### src/hw/rtl/fsp_pkg.sv
package fsp_pkg;

   localparam int CharWidth = 8;
   localparam int ArgWidth  = 32;
   localparam int DecDigits = 10;
   localparam int HexDigits = 8;
   localparam int BcdWidth  = 4 * DecDigits;

   localparam logic [CharWidth-1:0] CharNul     = 8'h00;
   localparam logic [CharWidth-1:0] CharZero    = 8'h30;
   localparam logic [CharWidth-1:0] CharUpperA  = 8'h41;
   localparam logic [CharWidth-1:0] CharX       = 8'h78;
   localparam logic [CharWidth-1:0] CharMinus   = 8'h2D;
   localparam logic [CharWidth-1:0] CharPercent = 8'h25;
   localparam logic [CharWidth-1:0] CharLowerC  = 8'h63;
   localparam logic [CharWidth-1:0] CharLowerP  = 8'h70;
   localparam logic [CharWidth-1:0] CharLowerU  = 8'h75;
   localparam logic [CharWidth-1:0] CharLowerI  = 8'h69;

   typedef struct packed {
      logic start;
      logic shift;
   } fsp_bcd_ctrl_type;

   typedef struct packed {
      logic       busy;
      logic [3:0] digit;
   } fsp_bcd_stat_type;

   function automatic logic [CharWidth-1:0] hex_ascii(input logic [3:0] nib);
      logic [CharWidth-1:0] ch;
      if (nib < 4'd10) begin
         ch = CharZero + {4'b0000, nib};
      end else begin
         ch = CharUpperA + {4'b0000, nib - 4'd10};
      end
      return ch;
   endfunction

endpackage

### src/hw/rtl/fsp_bcd.sv
module fsp_bcd (
   input  logic                          clock,
   input  logic                          reset,
   input  fsp_pkg::fsp_bcd_ctrl_type     ctrl,
   input  logic [fsp_pkg::ArgWidth-1:0]  value,
   output fsp_pkg::fsp_bcd_stat_type     stat
);

   localparam int CntWidth = $clog2(fsp_pkg::ArgWidth);

   logic [fsp_pkg::ArgWidth-1:0] bin_ff, bin_in;
   logic [fsp_pkg::BcdWidth-1:0] bcd_ff, bcd_in;
   logic [CntWidth-1:0]          cnt_ff, cnt_in;
   logic                         busy_ff, busy_in;
   logic [fsp_pkg::BcdWidth-1:0] adj;

   // add three to every digit of five or more before each shift
   always_comb begin
      for (int d = 0; d < fsp_pkg::DecDigits; d++) begin
         if (bcd_ff[4*d +: 4] >= 4'd5) begin
            adj[4*d +: 4] = bcd_ff[4*d +: 4] + 4'd3;
         end else begin
            adj[4*d +: 4] = bcd_ff[4*d +: 4];
         end
      end
   end

   always_comb begin
      bin_in  = bin_ff;
      bcd_in  = bcd_ff;
      cnt_in  = cnt_ff;
      busy_in = busy_ff;
      if (ctrl.start) begin
         bin_in  = value;
         bcd_in  = '0;
         cnt_in  = '0;
         busy_in = 1'b1;
      end else if (busy_ff) begin
         bcd_in = {adj[fsp_pkg::BcdWidth-2:0], bin_ff[fsp_pkg::ArgWidth-1]};
         bin_in = {bin_ff[fsp_pkg::ArgWidth-2:0], 1'b0};
         cnt_in = cnt_ff + 1'b1;
         if (cnt_ff == CntWidth'(fsp_pkg::ArgWidth - 1)) begin
            busy_in = 1'b0;
         end
      end else if (ctrl.shift) begin
         bcd_in = {bcd_ff[fsp_pkg::BcdWidth-5:0], 4'b0000};
      end
   end

   always_ff @(posedge clock) begin
      if (reset) begin
         busy_ff <= 1'b0;
         cnt_ff  <= '0;
      end else begin
         busy_ff <= busy_in;
         cnt_ff  <= cnt_in;
      end
      bin_ff <= bin_in;
      bcd_ff <= bcd_in;
   end

   assign stat.busy  = busy_ff;
   assign stat.digit = bcd_ff[fsp_pkg::BcdWidth-1 -: 4];

endmodule

### src/hw/rtl/format_string_printer.sv
// Channel | Dir | Beat contents
// req_    | in  | tdata: fmt_char [7:0], arg_value [39:8]; tuser: string_start
// rsp_    | out | tdata: out_char [7:0]; tlast: last_of_run
//
// One beat in at a time: the next req beat is taken once the previous one has loaded
// its last character. %u/%i run the 32-step bit-serial binary to BCD, then ten steps
// that each drop a leading zero or emit a digit; a beat that emits nothing returns
// to idle straight from decode.
// Synchronous active-high reset clears the pending percent and the sequencer.
// rsp_ has a single output register; a stall there holds the sequencer.
module format_string_printer (
   input  logic        clock,
   input  logic        reset,
   input  logic        req_tvalid,
   output logic        req_tready,
   input  logic [39:0] req_tdata,   // fmt_char [7:0], arg_value [39:8]
   input  logic        req_tuser,   // string_start
   output logic        rsp_tvalid,
   input  logic        rsp_tready,
   output logic [7:0]  rsp_tdata,   // out_char [7:0]
   output logic        rsp_tlast
);

   localparam logic [3:0] S_IDLE   = 4'd0;
   localparam logic [3:0] S_DECODE = 4'd1;
   localparam logic [3:0] S_PAIR   = 4'd2;
   localparam logic [3:0] S_LAST   = 4'd3;
   localparam logic [3:0] S_HEX0   = 4'd4;
   localparam logic [3:0] S_HEXX   = 4'd5;
   localparam logic [3:0] S_HEXD   = 4'd6;
   localparam logic [3:0] S_SIGN   = 4'd7;
   localparam logic [3:0] S_CONV   = 4'd8;
   localparam logic [3:0] S_DEC    = 4'd9;

   localparam int HexCntWidth = $clog2(fsp_pkg::HexDigits);
   localparam int DecCntWidth = $clog2(fsp_pkg::DecDigits + 1);

   logic [3:0]                    state_ff, state_in;
   logic                          pending_ff, pending_in;
   logic                          start_ff, start_in;
   logic [fsp_pkg::CharWidth-1:0] char_ff, char_in;
   logic [fsp_pkg::ArgWidth-1:0]  arg_ff, arg_in;
   logic [HexCntWidth-1:0]        hex_cnt_ff, hex_cnt_in;
   logic [DecCntWidth-1:0]        dec_cnt_ff, dec_cnt_in;
   logic                          lead_ff, lead_in;
   logic                          rsp_valid_ff, rsp_valid_in;
   logic [fsp_pkg::CharWidth-1:0] rsp_char_ff, rsp_char_in;
   logic                          rsp_last_ff, rsp_last_in;

   logic                          can_load;
   logic                          load;
   logic [fsp_pkg::CharWidth-1:0] load_char;
   logic                          load_last;
   logic                          pend_eff;
   logic [fsp_pkg::ArgWidth-1:0]  conv_value;
   fsp_pkg::fsp_bcd_ctrl_type     bcd_ctrl;
   fsp_pkg::fsp_bcd_stat_type     bcd_stat;

   assign req_tready = (state_ff == S_IDLE);
   assign can_load   = !rsp_valid_ff || rsp_tready;
   assign pend_eff   = pending_ff && !start_ff;

   fsp_bcd u_bcd (
      .clock (clock),
      .reset (reset),
      .ctrl  (bcd_ctrl),
      .value (conv_value),
      .stat  (bcd_stat)
   );

   always_comb begin
      state_in       = state_ff;
      pending_in     = pending_ff;
      start_in       = start_ff;
      char_in        = char_ff;
      arg_in         = arg_ff;
      hex_cnt_in     = hex_cnt_ff;
      dec_cnt_in     = dec_cnt_ff;
      lead_in        = lead_ff;
      load           = 1'b0;
      load_char      = char_ff;
      load_last      = 1'b0;
      bcd_ctrl.start = 1'b0;
      bcd_ctrl.shift = 1'b0;
      conv_value     = arg_ff;

      case (state_ff)
         S_IDLE: begin
            if (req_tvalid) begin
               char_in  = req_tdata[7:0];
               arg_in   = req_tdata[39:8];
               start_in = req_tuser;
               state_in = S_DECODE;
            end
         end
         S_DECODE: begin
            state_in   = S_IDLE;
            pending_in = 1'b0;
            hex_cnt_in = '0;
            dec_cnt_in = DecCntWidth'(fsp_pkg::DecDigits);
            lead_in    = 1'b1;
            if (char_ff == fsp_pkg::CharNul) begin
               state_in = S_IDLE;
            end else if (!pend_eff) begin
               if (char_ff == fsp_pkg::CharPercent) begin
                  pending_in = 1'b1;
               end else begin
                  state_in = S_LAST;
               end
            end else begin
               case (char_ff)
                  fsp_pkg::CharLowerC: begin
                     char_in  = arg_ff[7:0];
                     state_in = S_LAST;
                  end
                  fsp_pkg::CharX, fsp_pkg::CharLowerP: begin
                     state_in = S_HEX0;
                  end
                  fsp_pkg::CharLowerU: begin
                     bcd_ctrl.start = 1'b1;
                     state_in       = S_CONV;
                  end
                  fsp_pkg::CharLowerI: begin
                     bcd_ctrl.start = 1'b1;
                     if (arg_ff[fsp_pkg::ArgWidth-1]) begin
                        conv_value = '0 - arg_ff;
                        state_in   = S_SIGN;
                     end else begin
                        state_in = S_CONV;
                     end
                  end
                  fsp_pkg::CharPercent: begin
                     state_in = S_LAST;
                  end
                  default: begin
                     state_in = S_PAIR;
                  end
               endcase
            end
         end
         S_PAIR: begin
            if (can_load) begin
               load      = 1'b1;
               load_char = fsp_pkg::CharPercent;
               state_in  = S_LAST;
            end
         end
         S_LAST: begin
            if (can_load) begin
               load      = 1'b1;
               load_char = char_ff;
               load_last = 1'b1;
               state_in  = S_IDLE;
            end
         end
         S_HEX0: begin
            if (can_load) begin
               load      = 1'b1;
               load_char = fsp_pkg::CharZero;
               state_in  = S_HEXX;
            end
         end
         S_HEXX: begin
            if (can_load) begin
               load      = 1'b1;
               load_char = fsp_pkg::CharX;
               state_in  = S_HEXD;
            end
         end
         S_HEXD: begin
            load_char = fsp_pkg::hex_ascii(arg_ff[fsp_pkg::ArgWidth-1 -: 4]);
            load_last = (hex_cnt_ff == HexCntWidth'(fsp_pkg::HexDigits - 1));
            if (can_load) begin
               load       = 1'b1;
               arg_in     = {arg_ff[fsp_pkg::ArgWidth-5:0], 4'b0000};
               hex_cnt_in = hex_cnt_ff + 1'b1;
               if (load_last) begin
                  state_in = S_IDLE;
               end
            end
         end
         S_SIGN: begin
            if (can_load) begin
               load      = 1'b1;
               load_char = fsp_pkg::CharMinus;
               state_in  = S_CONV;
            end
         end
         S_CONV: begin
            if (!bcd_stat.busy) begin
               state_in = S_DEC;
            end
         end
         S_DEC: begin
            load_char = fsp_pkg::CharZero + {4'b0000, bcd_stat.digit};
            load_last = (dec_cnt_ff == DecCntWidth'(1));
            if (lead_ff && (bcd_stat.digit == 4'd0) && !load_last) begin
               // drop a leading zero
               bcd_ctrl.shift = 1'b1;
               dec_cnt_in     = dec_cnt_ff - 1'b1;
            end else if (can_load) begin
               load           = 1'b1;
               lead_in        = 1'b0;
               bcd_ctrl.shift = 1'b1;
               dec_cnt_in     = dec_cnt_ff - 1'b1;
               if (load_last) begin
                  state_in = S_IDLE;
               end
            end
         end
         default: begin
            state_in = S_IDLE;
         end
      endcase
   end

   always_comb begin
      rsp_valid_in = rsp_valid_ff;
      rsp_char_in  = rsp_char_ff;
      rsp_last_in  = rsp_last_ff;
      if (load) begin
         rsp_valid_in = 1'b1;
         rsp_char_in  = load_char;
         rsp_last_in  = load_last;
      end else if (rsp_tready) begin
         rsp_valid_in = 1'b0;
      end
   end

   always_ff @(posedge clock) begin
      if (reset) begin
         state_ff     <= S_IDLE;
         pending_ff   <= 1'b0;
         rsp_valid_ff <= 1'b0;
      end else begin
         state_ff     <= state_in;
         pending_ff   <= pending_in;
         rsp_valid_ff <= rsp_valid_in;
      end
      start_ff    <= start_in;
      char_ff     <= char_in;
      arg_ff      <= arg_in;
      hex_cnt_ff  <= hex_cnt_in;
      dec_cnt_ff  <= dec_cnt_in;
      lead_ff     <= lead_in;
      rsp_char_ff <= rsp_char_in;
      rsp_last_ff <= rsp_last_in;
   end

   assign rsp_tvalid = rsp_valid_ff;
   assign rsp_tdata  = rsp_char_ff;
   assign rsp_tlast  = rsp_last_ff;

   a_accept_decodes: assert property (@(posedge clock) disable iff (reset)
      (req_tvalid && req_tready) |=> (state_ff == S_DECODE))
      else $error("accepted beat did not reach decode");

   a_no_idle_load: assert property (@(posedge clock) disable iff (reset)
      !(load && (state_ff == S_IDLE || state_ff == S_DECODE || state_ff == S_CONV)))
      else $error("character loaded outside an emitting state");

   a_dec_after_conv: assert property (@(posedge clock) disable iff (reset)
      (state_ff == S_DEC) |-> !bcd_stat.busy)
      else $error("decimal digits read while conversion busy");

   a_last_ends_item: assert property (@(posedge clock) disable iff (reset)
      (load && load_last) |=> (state_ff == S_IDLE))
      else $error("sequencer continued after final character");

endmodule
### config.mk
export PLATFORM = sky130hd
export DESIGN_NAME = format_string_printer
export DESIGN_NICKNAME = d
export VERILOG_FILES = /design/src/hw/rtl/fsp_pkg.sv /design/src/hw/rtl/fsp_bcd.sv /design/src/hw/rtl/format_string_printer.sv
export SDC_FILE = /design/constraint.sdc
export NUM_CORES = 1
export LEC_CHECK = 0
export BUFFER_PORTS_ARGS = -buffer_cell sky130_fd_sc_hd__clkbuf_2
export CELL_PAD_IN_SITES_DETAIL_PLACEMENT = 0
export CELL_PAD_IN_SITES_GLOBAL_PLACEMENT = 2
export CORE_UTILIZATION = 39
export DETAILED_ROUTE_END_ITERATION = 6
export GPL_TIMING_DRIVEN = 0
export PLACE_DENSITY = 0.78
export SYNTH_ARGS = -nofsm -noshare
export SYNTH_HDL_FRONTEND = slang
export SYNTH_SLANG_ARGS = --single-unit
### constraint.sdc
create_clock -name clock -period 5.4 [get_ports clock]
set_input_delay 0.27 -clock clock [delete_from_list [all_inputs] [get_ports clock]]
set_output_delay 0.27 -clock clock [all_outputs]
set_load 0.02 [all_outputs]
==> impl_metrics.env <==
export IMPL_grt_pass1_wl_um=39800
export IMPL_layout_nets=1118
export IMPL_synth_top_area_cell="edfxtp_1"
export IMPL_drive_gt1_frac=0.127
export IMPL_final_cells=1334
export IMPL_synthFlopType="edfxtp_1"
export IMPL_max_freq_mhz=286
export IMPL_mappedNetlistArea_um2=8660
export IMPL_finalCritPeriodShare=0.648
export IMPL_r2r_start="state_ff[1]"
export IMPL_cts_setup_buffers=0
export IMPL_root_buffer="clkbuf_16"
export IMPL_final_area_um2=9930
export IMPL_die_x_um=151
export IMPL_antenna_found_initial=0
export IMPL_dr_pass1_iters=5
export IMPL_core_area_um2=21800
export IMPL_grt_max_degree=33
export IMPL_cts_sinks=142
export IMPL_cp_end_kind="flip-flop"
export IMPL_cts_buffers=17
export IMPL_die_h_um=151
export IMPL_pre_cts_ws_ns=1.43
export IMPL_area_delta_synth_final_pct=14.6
export IMPL_cts_tree="yes"
export IMPL_clkLatencyLatePin_ns=0.43
export IMPL_crit_type="flip-flop to flip-flop"
export IMPL_clockBufferDepth=2
export IMPL_ir_drop_mv=0.257
export IMPL_dp_cells=1301
export IMPL_io_buffers=55
export IMPL_tightest_slew_ns=1.16
export IMPL_finalPower_mw=3.52
export IMPL_syn_area_per_cell_um2=8.99
export IMPL_finalWorstSetupSlack_ns=1.90
export IMPL_period_minus_slack_ns=3.50
export IMPL_ys_types=71
export IMPL_viasPerCell=5.46
export IMPL_setup_viol=0
export IMPL_status="complete, no violations"
export IMPL_startpoint="state_ff[1]"
export IMPL_overflow=0
export IMPL_drtIter0Drc=520
export IMPL_gp_congestion=0.815
export IMPL_routedWlPerCell_um=18.7
export IMPL_async_flop_share=0
export IMPL_dp_hpwl_um=17800
export IMPL_grt_pass1_vias=6965
export IMPL_synth_most_common_cell="nand2_1"
export IMPL_skew_ns=0.0112
export IMPL_synth_warnings=0
export IMPL_synth_seq_cells=142
export IMPL_power_density_nw_per_um2=355
export IMPL_rsz0062_at_grt="false"
export IMPL_critPathLaunchType="flip-flop"
export IMPL_synthTopCellsByCount="177 x nand2_1, 90 x edfxtp_1, 63 x a21oi_1, 57 x nor2_1, 52 x dfxtp_1"
export IMPL_synth_top_area_frac=0.312
export IMPL_critPathArrivalTime_ns=3.55
export IMPL_seq_area_frac_synth=0.432
export IMPL_grt_util_all_layers=0.233
export IMPL_htree_levels=4
export IMPL_initial_core_util=0.397
export IMPL_critPathRequiredTime_ns=5.45
export IMPL_netlist_top_cells_area="edfxtp_1 31%, dfxtp_1 12%, nand2_1 7.7%"
export IMPL_maxCapViolations=0
export IMPL_placed_cell_area_um2=9350
export IMPL_num_vias=7280
export IMPL_synthesis_instances=964
export IMPL_slew_violations=0
export IMPL_ant_nets=0
export IMPL_hold_violations=0
export IMPL_die_area_um2=22800
export IMPL_hold_path_class="input pin to flip-flop"
export IMPL_drcViolationCount=0
export IMPL_boundaryPins=56
export IMPL_routed_wl_um=25000
export IMPL_power_leakage_nw=3.72
export IMPL_n_antenna_cell=0
export IMPL_slew_headroom=0.223
export IMPL_utilization=0.455
export IMPL_synth_edf_count=90
export IMPL_rows=54
export IMPL_critPathMaxFanout=32
export IMPL_syn_num_nets=1041
export IMPL_path_clk_slew_ns=0.07
export IMPL_min_from="req_tdata[3]"
==> final cells by class <==
type | count | area (µm²)
fill | 2215 | 11900
multi-input combinational | 714 | 4490
sequential | 142 | 3740
clock buffer | 18 | 429
tap | 280 | 350
timing repair buffer | 58 | 324
buffer | 63 | 283
inverter | 45 | 169
clock inverter | 14 | 143
==> per-layer routing <==
layer / vias up / GRT usage / wire length (µm)
met5: - / 0 / 0
li1: 3639 / - / -
met2: 134 / 0.356 / 11300
met4: 0 / 0.0640 / 307
met1: 3487 / 0.335 / 12500
met3: 20 / 0.0404 / 863
==> where the power goes <==
group | internal (mW) | switching, mW
registers | 1.36 | 0.162
logic | 0.316 | 0.510
clock network | 0.680 | 0.499
==> through the flow <==
step	TNS (ns)	hold WS, ns
floorplan	0	0.369
global placement	-11.28	0.449
detailed placement	0	0.452
CTS	0	0.00407
global route	0	0.0922
finish	0	0.101
==> registers in the layout (all words and copies together) (netlist names) <==
| register | flops |
|---|---|
| rsp_tdata | 8 |
| u_bcd.bin_ff | 32 |
| lead_ff | 1 |
| dec_cnt_ff | 4 |
| u_bcd.bcd_ff | 40 |
| rsp_tvalid | 1 |
| u_bcd.cnt_ff | 5 |
| u_bcd.busy_ff | 1 |
| state_ff | 4 |
| hex_cnt_ff | 3 |
| start_ff | 1 |
| pending_ff | 1 |
| rsp_tlast | 1 |
| arg_ff | 32 |
| char_ff | 8 |
==> cells in the final DEF (no fill, tap or decap), types with 13 or more instances in the layout <==
cell / instances
nand2_1: 176
edfxtp_1: 90
a21oi_1: 62
nor2_1: 57
clkbuf_2: 55
dfxtp_1: 52
clkbuf_1: 51
inv_1: 44
xnor2_1: 40
o21ai_0: 34
a211oi_1: 34
ha_1: 32
o21ai_1: 30
nor3_1: 25
mux2i_1: 21
nand2b_1: 17
clkbuf_16: 17
nor3b_1: 13
a31oi_1: 13
o211ai_1: 13
==> repair_timing <==
item | 4_1_cts | 5_1_grt
gates resized for setup | 0 | 0
setup endpoints to repair | 0 | 0
endpoints found under the hold margin | 0 | 1
hold buffers | 0 | 1
==> final timing paths <==
kind / endpoint / slack (ns) / cells past startpoint
setup / recovery: u_bcd.bin_ff[14] / 1.90 / 7
hold / removal: char_ff[3] / 0.10 / 3
setup reg to reg: u_bcd.bin_ff[14] / 1.90 / 7
hold reg to reg: u_bcd.bcd_ff[39] / 0.52 / 2
==> critical path, stage by stage (launching register included) <==
cell	delay, ns
dfxtp_1	0.31
buf_6	0.13
or4b_4	0.52
buf_6	0.15
a311oi_1	0.50
nand4_1	0.39
clkbuf_1	0.41
nand2_2	0.71
==> cell families after synthesis <==
group | after synthesis | synth area share
buf+inv | 108 | 0.0521
simple gates | 378 | 0.222
mux | 22 | 0.0256
compound gates | 239 | 0.179
fa+ha+maj | 32 | 0.0462
xor+xnor | 43 | 0.0435
flops | 142 | 0.432
Note: power is estimated with default switching activity, not from simulation.
